<file path="config.mk">
export PLATFORM = sky130hd
export DESIGN_NAME = tga_rle_pixel_decoder
export DESIGN_NICKNAME = d
export VERILOG_FILES = /design/src/rtl/core/trpd_pkg.sv /design/src/rtl/core/tga_rle_pixel_decoder.sv /design/src/rtl/core/trpd_ctrl.sv /design/src/rtl/core/trpd_datapath.sv
export SDC_FILE = /design/constraint.sdc
export NUM_CORES = 1
export LEC_CHECK = 0
export ABC_AREA = 1
export BUFFER_PORTS_ARGS = -buffer_cell sky130_fd_sc_hd__buf_2
export CORE_MARGIN = 1
export CORE_UTILIZATION = 35
export DETAILED_ROUTE_END_ITERATION = 16
export HOLD_SLACK_MARGIN = 0.15
export SKIP_CTS_REPAIR_TIMING = 1
export SLEW_MARGIN = 30
export SYNTH_ARGS = -nofsm -noshare
export SYNTH_HDL_FRONTEND = slang
export SYNTH_SLANG_ARGS = --single-unit
</file>
<file path="constraint.sdc">
create_clock -name clock -period 18.3 [get_ports clock]
set_input_delay 0.915 -clock clock [delete_from_list [all_inputs] [get_ports clock]]
set_output_delay 0.915 -clock clock [all_outputs]
set_load 0.05 [all_outputs]
</file>
<file path="src/rtl/core/trpd_pkg.sv">
// Shared types and constants for the TGA run-length pixel decoder.
// Used by the controller, the datapath and the top level; depends on nothing.
`timescale 1ns / 1ps

package trpd_pkg;

   // Packet header values at or above this start a run packet.
   localparam logic [7:0] MAX_RUN = 8'd128;

   // Configuration register indexes.
   localparam logic [1:0] CSR_BYTES_PER_PIXEL = 2'd0;
   localparam logic [1:0] CSR_PIXEL_TOTAL     = 2'd1;
   localparam logic [1:0] CSR_RLE_MODE        = 2'd2;

   // Reset values of the configuration registers.
   localparam logic [2:0]  BPP_RESET   = 3'd3;
   localparam logic [31:0] TOTAL_RESET = 32'd1;
   localparam logic        RLE_RESET   = 1'b1;

   // Commands from the controller to the datapath.
   typedef struct packed {
      logic take_byte;   // an input byte transfers this cycle
      logic load_result; // the output register takes the next result
   } trpd_cmd_type;

   // Status from the datapath to the controller.
   typedef struct packed {
      logic pixel_done;  // the byte on the input completes a pixel
      logic emit_last;   // the next result is the last one for the pixel
   } trpd_status_type;

endpackage

</file>
<file path="src/rtl/core/tga_rle_pixel_decoder.sv">
// Top level of the TGA run-length pixel decoder.
// Joins trpd_ctrl and trpd_datapath; depends on trpd_pkg.
`timescale 1ns / 1ps
//
// Usage:
// The req channel carries the image-data byte stream, one byte per transfer.
// The rsp channel returns decoded pixels up to two per transfer, with a pair
// count of one or two, a flag on the last result caused by a byte, and a flag
// on the result that finishes the image. The csr port writes bytes_per_pixel
// (index 0), pixel_total (index 1) and rle_mode (index 2); the user must
// write them only while idle, as the block itself does not enforce it.
// A packet header byte or a byte that does not finish a pixel is taken and
// gives no result. A byte that finishes a pixel gives ceil(count / 2) results
// for a run of count copies; the next byte is taken once the last of those
// results has entered the output register.
// The output register stays full while rsp_ready is low; result loading
// then pauses and the input waits, nothing is lost or repeated.
// Reset sets 3 bytes per pixel, a total of one pixel and RLE mode, and the
// decoder then waits for a packet header.
//

module tga_rle_pixel_decoder
   import trpd_pkg::*;
(
   input  logic        clock,
   input  logic        reset,
   input  logic        csr_wr_en,
   input  logic [1:0]  csr_index,
   input  logic [31:0] csr_wdata,
   input  logic        req_valid,
   output logic        req_ready,
   input  logic [7:0]  req_stream_byte,
   output logic        rsp_valid,
   input  logic        rsp_ready,
   output logic [31:0] rsp_pixel_first,
   output logic [31:0] rsp_pixel_second,
   output logic [1:0]  rsp_pair_count,
   output logic        rsp_run_last,
   output logic        rsp_image_done
);

   trpd_cmd_type    cmd;
   trpd_status_type status;

   // Sequencing and handshakes.
   trpd_ctrl u_ctrl (
      .clock     (clock),
      .reset     (reset),
      .req_valid (req_valid),
      .req_ready (req_ready),
      .rsp_valid (rsp_valid),
      .rsp_ready (rsp_ready),
      .status    (status),
      .cmd       (cmd)
   );

   // Decoding state and result register.
   trpd_datapath u_datapath (
      .clock            (clock),
      .reset            (reset),
      .csr_wr_en        (csr_wr_en),
      .csr_index        (csr_index),
      .csr_wdata        (csr_wdata),
      .req_stream_byte  (req_stream_byte),
      .cmd              (cmd),
      .status           (status),
      .rsp_pixel_first  (rsp_pixel_first),
      .rsp_pixel_second (rsp_pixel_second),
      .rsp_pair_count   (rsp_pair_count),
      .rsp_run_last     (rsp_run_last),
      .rsp_image_done   (rsp_image_done)
   );

endmodule

</file>
<file path="src/rtl/core/trpd_ctrl.sv">
// Controller of the TGA run-length pixel decoder: handshakes and sequencing.
// Depends on trpd_pkg for the command and status types.
`timescale 1ns / 1ps

module trpd_ctrl
   import trpd_pkg::*;
(
   input  logic            clock,
   input  logic            reset,
   input  logic            req_valid,
   output logic            req_ready,
   output logic            rsp_valid,
   input  logic            rsp_ready,
   input  trpd_status_type status,
   output trpd_cmd_type    cmd
);

   typedef enum logic {
      ST_IDLE,
      ST_EMIT
   } state_type;

   state_type state_ff, state_in;
   logic      rsp_valid_ff, rsp_valid_in;
   logic      out_free;

   // The output register can take a result when empty or being drained.
   assign out_free  = !rsp_valid_ff || rsp_ready;
   assign req_ready = (state_ff == ST_IDLE);
   assign rsp_valid = rsp_valid_ff;

   assign cmd.take_byte   = req_valid && (state_ff == ST_IDLE);
   assign cmd.load_result = (state_ff == ST_EMIT) && out_free;

   // Next state and output valid.
   always_comb begin
      state_in     = state_ff;
      rsp_valid_in = rsp_valid_ff;
      if (rsp_valid_ff && rsp_ready) begin
         rsp_valid_in = 1'b0;
      end
      case (state_ff)
         ST_IDLE: begin
            if (req_valid && status.pixel_done) begin
               state_in = ST_EMIT;
            end
         end
         ST_EMIT: begin
            if (out_free) begin
               rsp_valid_in = 1'b1;
               if (status.emit_last) begin
                  state_in = ST_IDLE;
               end
            end
         end
         default: begin
            state_in = ST_IDLE;
         end
      endcase
   end

   // State and registered outputs.
   always_ff @(posedge clock) begin
      if (reset) begin
         state_ff     <= ST_IDLE;
         rsp_valid_ff <= 1'b0;
      end else begin
         state_ff     <= state_in;
         rsp_valid_ff <= rsp_valid_in;
      end
   end

endmodule

</file>
<file path="src/rtl/core/trpd_datapath.sv">
// Datapath of the TGA run-length pixel decoder: configuration, packet state,
// pixel assembly, pixel counting and the result register. Depends on trpd_pkg.
`timescale 1ns / 1ps

module trpd_datapath
   import trpd_pkg::*;
(
   input  logic            clock,
   input  logic            reset,
   input  logic            csr_wr_en,
   input  logic [1:0]      csr_index,
   input  logic [31:0]     csr_wdata,
   input  logic [7:0]      req_stream_byte,
   input  trpd_cmd_type    cmd,
   output trpd_status_type status,
   output logic [31:0]     rsp_pixel_first,
   output logic [31:0]     rsp_pixel_second,
   output logic [1:0]      rsp_pair_count,
   output logic            rsp_run_last,
   output logic            rsp_image_done
);

   // Configuration registers.
   logic [2:0]  bpp_ff;
   logic [31:0] total_ff;
   logic        rle_ff;

   // Packet and image state.
   logic        expect_hdr_ff, expect_hdr_in;
   logic        run_pkt_ff, run_pkt_in;
   logic [7:0]  pkt_left_ff, pkt_left_in;
   logic [1:0]  byte_idx_ff, byte_idx_in;
   logic [31:0] asm_ff, asm_in;
   logic [31:0] decoded_ff, decoded_in;

   // Result sequencing for the current pixel.
   logic [31:0] pix_hold_ff, pix_hold_in;
   logic [7:0]  emit_left_ff, emit_left_in;
   logic        done_hold_ff, done_hold_in;

   // Output register.
   logic [31:0] out_first_ff, out_second_ff;
   logic [1:0]  out_count_ff;
   logic        out_last_ff, out_done_ff;

   logic [2:0]  pix_size;
   logic        is_hdr;
   logic [31:0] new_asm;
   logic [2:0]  idx_plus;
   logic        pixel_done;
   logic [31:0] total_eff;
   logic [32:0] diff;
   logic        below_total;
   logic [31:0] remaining;
   logic        rem_small;
   logic [7:0]  count_raw;
   logic [7:0]  count;
   logic        img_done;
   logic [7:0]  left_dec;
   logic        two_px;
   logic        last_res;

   // Pixel size clamped to one through four bytes.
   always_comb begin
      if (bpp_ff == 3'd0) begin
         pix_size = 3'd1;
      end else if (bpp_ff > 3'd4) begin
         pix_size = 3'd4;
      end else begin
         pix_size = bpp_ff;
      end
   end

   assign is_hdr = rle_ff && expect_hdr_ff;

   // Place the incoming byte in the pixel being assembled.
   always_comb begin
      case (byte_idx_ff)
         2'd0:    new_asm = {24'd0, req_stream_byte};
         2'd1:    new_asm = asm_ff | {16'd0, req_stream_byte, 8'd0};
         2'd2:    new_asm = asm_ff | {8'd0, req_stream_byte, 16'd0};
         2'd3:    new_asm = asm_ff | {req_stream_byte, 24'd0};
         default: new_asm = asm_ff;
      endcase
   end

   assign idx_plus   = {1'b0, byte_idx_ff} + 3'd1;
   assign pixel_done = !is_hdr && (idx_plus >= pix_size);

   // Pixels left in the image; at least one once progress passes the total.
   assign total_eff   = (total_ff == 32'd0) ? 32'd1 : total_ff;
   assign diff        = {1'b0, total_eff} - {1'b0, decoded_ff};
   assign below_total = !diff[32] && (diff[31:0] != 32'd0);
   assign remaining   = below_total ? diff[31:0] : 32'd1;
   assign rem_small   = (remaining[31:8] == 24'd0);

   // Copies of this pixel, limited by what the image still needs.
   always_comb begin
      count_raw = (rle_ff && run_pkt_ff) ? pkt_left_ff : 8'd1;
      if (count_raw == 8'd0) begin
         count_raw = 8'd1;
      end
      if (rem_small && (remaining[7:0] < count_raw)) begin
         count = remaining[7:0];
      end else begin
         count = count_raw;
      end
   end

   assign img_done = rem_small && (count == remaining[7:0]);
   assign left_dec = (pkt_left_ff != 8'd0) ? pkt_left_ff - 8'd1 : pkt_left_ff;

   // Next packet, assembly and counting state on a byte transfer; result countdown on a load.
   always_comb begin
      expect_hdr_in = expect_hdr_ff;
      run_pkt_in    = run_pkt_ff;
      pkt_left_in   = pkt_left_ff;
      byte_idx_in   = byte_idx_ff;
      asm_in        = asm_ff;
      decoded_in    = decoded_ff;
      pix_hold_in   = pix_hold_ff;
      emit_left_in  = emit_left_ff;
      done_hold_in  = done_hold_ff;
      if (cmd.take_byte) begin
         if (is_hdr) begin
            run_pkt_in    = req_stream_byte[7];
            pkt_left_in   = (req_stream_byte >= MAX_RUN)
                          ? req_stream_byte - (MAX_RUN - 8'd1)
                          : req_stream_byte + 8'd1;
            expect_hdr_in = 1'b0;
            byte_idx_in   = 2'd0;
         end else begin
            asm_in = new_asm;
            if (!pixel_done) begin
               byte_idx_in = idx_plus[1:0];
            end else begin
               byte_idx_in  = 2'd0;
               pix_hold_in  = new_asm;
               emit_left_in = count;
               done_hold_in = img_done;
               if (img_done) begin
                  expect_hdr_in = 1'b1;
                  run_pkt_in    = 1'b0;
                  pkt_left_in   = 8'd0;
                  decoded_in    = 32'd0;
               end else begin
                  decoded_in = decoded_ff + {24'd0, count};
                  if (rle_ff) begin
                     if (run_pkt_ff) begin
                        pkt_left_in   = 8'd0;
                        expect_hdr_in = 1'b1;
                     end else begin
                        pkt_left_in = left_dec;
                        if (left_dec == 8'd0) begin
                           expect_hdr_in = 1'b1;
                        end
                     end
                  end
               end
            end
         end
      end else if (cmd.load_result) begin
         emit_left_in = emit_left_ff - (two_px ? 8'd2 : 8'd1);
      end
   end

   // Shape of the next result.
   assign two_px   = (emit_left_ff >= 8'd2);
   assign last_res = (emit_left_ff <= 8'd2);

   assign status.pixel_done = pixel_done;
   assign status.emit_last  = last_res;

   // Configuration and state registers.
   always_ff @(posedge clock) begin
      if (reset) begin
         bpp_ff        <= BPP_RESET;
         total_ff      <= TOTAL_RESET;
         rle_ff        <= RLE_RESET;
         expect_hdr_ff <= 1'b1;
         run_pkt_ff    <= 1'b0;
         pkt_left_ff   <= 8'd0;
         byte_idx_ff   <= 2'd0;
         asm_ff        <= 32'd0;
         decoded_ff    <= 32'd0;
         emit_left_ff  <= 8'd0;
         done_hold_ff  <= 1'b0;
      end else begin
         if (csr_wr_en) begin
            case (csr_index)
               CSR_BYTES_PER_PIXEL: bpp_ff   <= csr_wdata[2:0];
               CSR_PIXEL_TOTAL:     total_ff <= csr_wdata;
               CSR_RLE_MODE:        rle_ff   <= csr_wdata[0];
               default: begin
               end
            endcase
         end
         expect_hdr_ff <= expect_hdr_in;
         run_pkt_ff    <= run_pkt_in;
         pkt_left_ff   <= pkt_left_in;
         byte_idx_ff   <= byte_idx_in;
         asm_ff        <= asm_in;
         decoded_ff    <= decoded_in;
         emit_left_ff  <= emit_left_in;
         done_hold_ff  <= done_hold_in;
      end
   end

   // Held pixel and output payload need no reset.
   always_ff @(posedge clock) begin
      pix_hold_ff <= pix_hold_in;
      if (cmd.load_result) begin
         out_first_ff  <= pix_hold_ff;
         out_second_ff <= two_px ? pix_hold_ff : 32'd0;
         out_count_ff  <= two_px ? 2'd2 : 2'd1;
         out_last_ff   <= last_res;
         out_done_ff   <= done_hold_ff && last_res;
      end
   end

   assign rsp_pixel_first  = out_first_ff;
   assign rsp_pixel_second = out_second_ff;
   assign rsp_pair_count   = out_count_ff;
   assign rsp_run_last     = out_last_ff;
   assign rsp_image_done   = out_done_ff;

endmodule
</file>
=== Word level (Yosys, flattened, before mapping) ===
Index checks and enable logic that the tools add are counted.

* $add $sub $neg: 7
* Bitwise logic cells: 5
* Reductions and logical operators: 38
* Equality and inequality tests: 8
* Magnitude comparators: 6
* Multiplexer cells: 40

{| class="wikitable"
|+ Operators by type and width
! cell !! number
|-
| 32-bit one-hot mux with 4 select lines || 1
|-
| 8-bit two-way mux || 14
|-
| 32-bit two-way mux || 3
|-
| 32-bit by 32-bit subtractor with 33-bit output || 1
|-
| 32-bit by 8-bit adder with 32-bit output || 1
|-
| 32-bit zero test || 1
|-
| 32-bit by 16-bit bitwise OR with 32-bit output || 1
|-
| 32-bit by 24-bit bitwise OR with 32-bit output || 1
|-
| 32-bit bitwise OR || 1
|-
| 32-bit nonzero test || 1
|-
| 24-bit zero test || 1
|-
| 8-bit zero test || 2
|-
| 1-bit two-way mux || 15
|-
| 3-bit AND reduction || 4
|-
| 1-bit logical AND || 11
|-
| 8-bit by 1-bit adder with 8-bit output, second input constant || 1
|-
| 8-bit equality test || 1
|-
| 8-bit by 2-bit greater-or-equal comparator with 1-bit output, second input constant || 1
|-
| 8-bit greater-or-equal comparator, second input constant || 1
|-
| 8-bit by 2-bit less-or-equal comparator with 1-bit output, second input constant || 1
|-
| 8-bit less-than comparator || 1
|-
| 2-bit two-way mux || 4
|-
| 2-bit AND reduction || 4
|-
| 8-bit nonzero test || 1
|-
| other kinds (21) || 31
|}

* Flip-flop bits (word level): 223
* Input bits: 47
* Word-level logic and storage cells: 123
* Output and inout bits: 70

=== Longest topological paths before layout ===
* Depth in word-level cells: 14
* Gate-level depth with buffers: 58

=== Modules after synthesis ===
From an unflattened synthesis, not the netlist that was laid out.

* Cell total of the unflattened synthesis: 1817
* Area total of the unflattened synthesis: 12969.9 µm²

{| class="wikitable"
|+ By module, submodules not included
! module !! times used !! seq. area each (µm²) !! cells each !! area an instance (µm²)
|-
| trpd_datapath || 1 || 5425.2 || 1804 || 12878.6
|-
| trpd_ctrl || 1 || 40.0 || 13 || 91.3
|}

=== Least setup slack after synthesis ===
OpenSTA, ideal clock, no wires.

* Kind: register to register
* Start point: reg u_datapath.total_ff[16]
* End point: reg u_datapath.decoded_ff[30]
* Slack: 11.241 ns
* Arrival: 7.003 ns
* Stages on the path, launching flop included: 54
* Period minus slack after synthesis: 7.059 ns
* Library setup time: 0.056 ns
* Required time: 18.244 ns
* Buffers on the path: 2
* Cells stage by stage: dfxtp_1 > nor4_1 > nand2_1 > o41a_1 > ha_1 > fa_1 > inv_1 > nand3_1 > nand2_2 > nand2_1 > nand2_1 > nand2_1 > nand2_1 > nand2_1 > nand3_1 > nand2_1 > nor2_1 > nand2_1 > [... 18 more ...] > nand3_1 > a21oi_1 > a221oi_1 > nor2_1 > o21ai_0 > nand2_1 > nand2_1 > nor2_1 > nand2_1 > nor4_1 > nand2_1 > nor2_1 > nand3_1 > inv_2 > nand3_1 > xor2_1 > or2_1 > inv_1

* Longest elaborated chain between the ends: 12
* Elaborated cells between the ends (all ways): 15

{| class="wikitable"
|+ Ends and longest elaborated chain
! item !! RTL line !! RTL
|-
| start, declared || trpd_datapath.sv:25 || <nowiki>logic [31:0] total_ff;</nowiki>
|-
| start signal, assigned || trpd_datapath.sv:192 || <nowiki>CSR_PIXEL_TOTAL: total_ff <= csr_wdata;</nowiki>
|-
| 32-bit zero test || trpd_datapath.sv:91 || <nowiki>assign total_eff = (total_ff == 32'd0) ? 32'd1 : total_ff;</nowiki>
|-
| 32-bit two-way mux * || trpd_datapath.sv:91 ||
|-
| 32-bit by 32-bit subtractor with 33-bit output * || trpd_datapath.sv:92 || <nowiki>assign diff = {1'b0, total_eff} - {1'b0, decoded_ff};</nowiki>
|-
| 32-bit nonzero test or 1-bit zero test (tied branches) || trpd_datapath.sv:93 || <nowiki>assign below_total = !diff[32] && (diff[31:0] != 32'd0);</nowiki>
|-
| 1-bit logical AND || trpd_datapath.sv:93 ||
|-
| 32-bit two-way mux * || trpd_datapath.sv:94 || <nowiki>assign remaining = below_total ? diff[31:0] : 32'd1;</nowiki>
|-
| parallel branches: the longest is 5 deep, another holds 32-bit by 8-bit adder with 32-bit output || - ||
|-
| 32-bit two-way mux * || trpd_datapath.sv:141 || <nowiki>if (img_done) begin</nowiki>
|-
| end signal, assigned || trpd_datapath.sv:203 || <nowiki>decoded_ff <= decoded_in;</nowiki>
|-
| end, declared || trpd_datapath.sv:34 || <nowiki>logic [31:0] decoded_ff, decoded_in;</nowiki>
|}

Every way passes the cells marked *.
A chain may end at the register's enable or synchronous reset.

=== Worst setup path in the final report ===
* Start point: reg u_datapath.total_ff[21]
* End point: reg u_datapath.decoded_ff[30]

The elaborated chain is that of the path after synthesis.

==> impl_metrics.yaml <==
routing:
  drt-initial-drc-count: 659
  vias: 11400
  drt_first_pass_iters: 5
  drt_drc_violations_left: 0
  post_drt_via_cell_ratio: 4.81
  final_antenna_net_count: 0
  drt-wirelength-per-cell_um: 14.2
  totalWireLength_mm: 33.8
cts:
  cts.htree.levels: 1
  tritoncts.num_buffers: 25
  clock-root-buffer: "sky130_fd_sc_hd__clkbuf_16"
  cts_num_sinks: 223
  worst_setup_hold_path_clk_slew_ns: 0.06
  insertion_delay_ns: 0.55
  tritoncts: "built"
  clock_path_buffers: 3
setup_path:
  timing.critical_path.slowest_cell_delay_ns: 0.46
  reg2reg_from: "u_datapath.total_ff[21]"
  critical_path.max_fanout: 28
  endpoint: "u_datapath.decoded_ff[30]"
  timing.critical_path.mode_cell: "sky130_fd_sc_hd__nand2_1"
  worst_ep_arrival_time_ns: 8.68
  worstSetupStartpointType: "register"
  rr_endpoint: "u_datapath.decoded_ff[30]"
  critPathLaunch: "u_datapath.total_ff[21]"
  cpMaxStageDelayCell: "sky130_fd_sc_hd__o41a_1"
  worst_ep_required_time_ns: 18.80
  timing.reg2reg.setup_slack_ns: 10.13
  worst-setup-path-type: "reg -> reg"
  ff2ff_path_depth: 51
  worst_setup_path_end_kind: "register"
sta:
  worst_slew_margin_rel_pct: 41.8
  setup_repair_after_global_routing_missed_its_margin: "no"
  fin_worst_hold_slack_ns: 0.449
  fin_tns_setup_ns: 0
  final_setup_violation_count: 0
  drv_slew: 0
  timing.final.crit_period_ns: 8.18
  post-route-period-util_pct: 44.7
  clock_skew_ns: 0.0214
  timing.fmax_mhz: 122
  finalHoldViolCount: 0
  tightest_slew_ns: 0.873
run_status:
  outcome: "finished clean"
die:
  placeableCoreArea_um2: 36600
  initial_core_util_pct: 35.5
  io_pins: 117
  die-width_um: 195
  die-height_um: 195
  die_area_um2: 37900
  row_count: 70
power_and_ir_drop:
  cellLeakagePower_nw: 7.03
  vdd_ir_drop_max_v: 0.0000623
  power_density_nw_per_um2: 107
  totalPowerFinal_mw: 1.57
worst_hold_path:
  whs_path_depth: 0
  hold_class: "reg -> reg"
global_route:
  grt_first_pass_wirelength_mm: 54.9
  global_route_usage_over_all_layers_pct: 17.8
  pin_count_of_the_biggest_net_entering_global_routing: 69
  grt_remaining_overflow: 0
  antenna_violations_before_repair: 0
  first_global_vias: 10900
final_layout:
  syn2layout_area_growth_pct: 13.2
  layout-drive-gt1-share_pct: 11.7
  num_antenna_cells: 0
  most_common_cell_after_layout_fill_and_taps_aside: "sky130_fd_sc_hd__nand2_1"
  fillerInstances: 3946
  nets_finish: 2005
  mostFrequentLayoutCells: "sky130_fd_sc_hd__nand2_1, sky130_fd_sc_hd__inv_1, sky130_fd_sc_hd__nor2_1"
  final-seq-area_um2: 5470
  multi_input_area_um2: 6010
synthesis:
  synth.net_count: 1931
  yosys_warnings: 0
  synthesis.area_um2: 13000
  synthCells: 1816
  syn-mean-instance-area_um2: 7.16
  synth.ff_latch_count: 223
  synth.distinct_cells: 49
  synth_sequential_area_ratio_pct: 42.1
placed_design:
  gpl.final_weighted_congestion: 0.922
  count_of_buffers_from_port_buffering: 116
  dp_hpwl_mm: 25.6
flow_run:
  max_cap_violations: 0
==> stage by stage <==
step                      worst slack (ns)  std cells  instance area [um^2]  util, %
after global placement               10.29       2331                 13900     38.0
after detailed placement             10.09       2331                 13900     38.0
final                                10.13       2376                 14700     40.2
after floorplan                      11.24       1816                 13000        -
after global routing                  9.24       2376                 14700     40.2
after CTS                            10.08       2376                 14700     40.2
==> state kept, by name (all words and copies together) (netlist names), 2 cells and up <==
name / count
u_datapath.asm_ff: 32
u_datapath.bpp_ff: 3
u_datapath.byte_idx_ff: 2
u_datapath.decoded_ff: 32
u_datapath.emit_left_ff: 8
u_datapath.pix_hold_ff: 32
u_datapath.pkt_left_ff: 8
u_datapath.rsp_pair_count: 2
u_datapath.rsp_pixel_first: 32
u_datapath.rsp_pixel_second: 32
u_datapath.total_ff: 32
==> routing by layer <==
| metal | vias to the layer above | GRT usage [%] | routed length [um] |
|---|---|---|---|
| li1 | 5887 | - | - |
| met1 | 5179 | 22.9 | 15400 |
| met2 | 291 | 30.3 | 15600 |
| met3 | 64 | 2.59 | 1620 |
| met4 | 0 | 6.23 | 1170 |
| met5 | - | 0 | 0 |
==> worst min-delay path by stage <==
| stage | start | to | slack, ns |
|---|---|---|---|
| 6_report | u_datapath.pix_hold_ff[19] | u_datapath.rsp_pixel_first[19] | 0.45 |
| 3_5_place_dp | u_datapath.pix_hold_ff[19] | u_datapath.rsp_pixel_first[19] | 0.43 |
| 2_1_floorplan | u_datapath.pix_hold_ff[0] | u_datapath.rsp_pixel_first[0] | 0.43 |
| 4_1_cts | u_datapath.pix_hold_ff[19] | u_datapath.rsp_pixel_first[19] | 0.45 |
| 5_1_grt | u_datapath.pix_hold_ff[14] | u_datapath.rsp_pixel_first[14] | 0.45 |
| 3_3_place_gp | u_datapath.pix_hold_ff[12] | u_datapath.rsp_pixel_first[12] | 0.43 |
==> worst max-delay path: cells and delay by family (launching register included) <==
kind            cells  cell delay (ns)
simple gates       30             4.01
compound gates      8             1.56
fa+ha+maj           5             1.49
buf+inv             7             0.51
flops               1             0.34
xor+xnor            1             0.15
==> cells by family after synthesis <==
family	share of synthesized area, %
xor+xnor	1.75
fa+ha+maj	6.72
flops	42.1
buf+inv	11.8
simple gates	28.4
compound gates	9.26
==> synthesized netlist by cell type, drive strengths merged <==
library cell | count | area share, %
o21ai | 81 | 3.1
a22oi | 1 | 0.058
nor2 | 248 | 7.3
inv | 324 | 9.4
edfxtp | 100 | 23
a211o | 1 | 0.067
o2111ai | 1 | 0.067
and3 | 1 | 0.048
o21bai | 5 | 0.29
xor2 | 16 | 1.1
dfxtp | 123 | 19
buf | 8 | 0.49
nand3 | 86 | 3.4
a21oi | 117 | 4.5
nand4 | 29 | 1.6
nand2 | 448 | 13
xnor2 | 10 | 0.67
a31oi | 4 | 0.19
o211ai | 3 | 0.17
o41a | 1 | 0.087
clkinv | 1 | 0.029
o22ai | 9 | 0.43
and2 | 7 | 0.36
nor4 | 18 | 0.87
o31ai | 1 | 0.058
a221oi | 1 | 0.067
fa | 3 | 0.46
a21o | 1 | 0.058
ha | 65 | 6.3
nand3b | 4 | 0.23
clkbuf | 68 | 2.0
or2 | 11 | 0.53
nor3 | 18 | 0.81
a211oi | 1 | 0.058
nor3b | 1 | 0.058
==> area by class of cell <==
class	count	area share, %
flip-flops and latches	223	37.1
inverters	325	8.29
multi-input cells	1192	40.8
clock buffers	35	4.98
well taps	468	3.98
repair buffers	123	4.30
clock inverters	10	0.468
==> where the power goes <==
part	internal [mW]	leakage [nW]	switching, mW
Clock	0.280	0.407	0.202
Sequential	0.561	1.95	0.0186
Combinational	0.156	4.67	0.354
Total	0.998	7.03	0.574
Power figures use the tool's default switching activity.
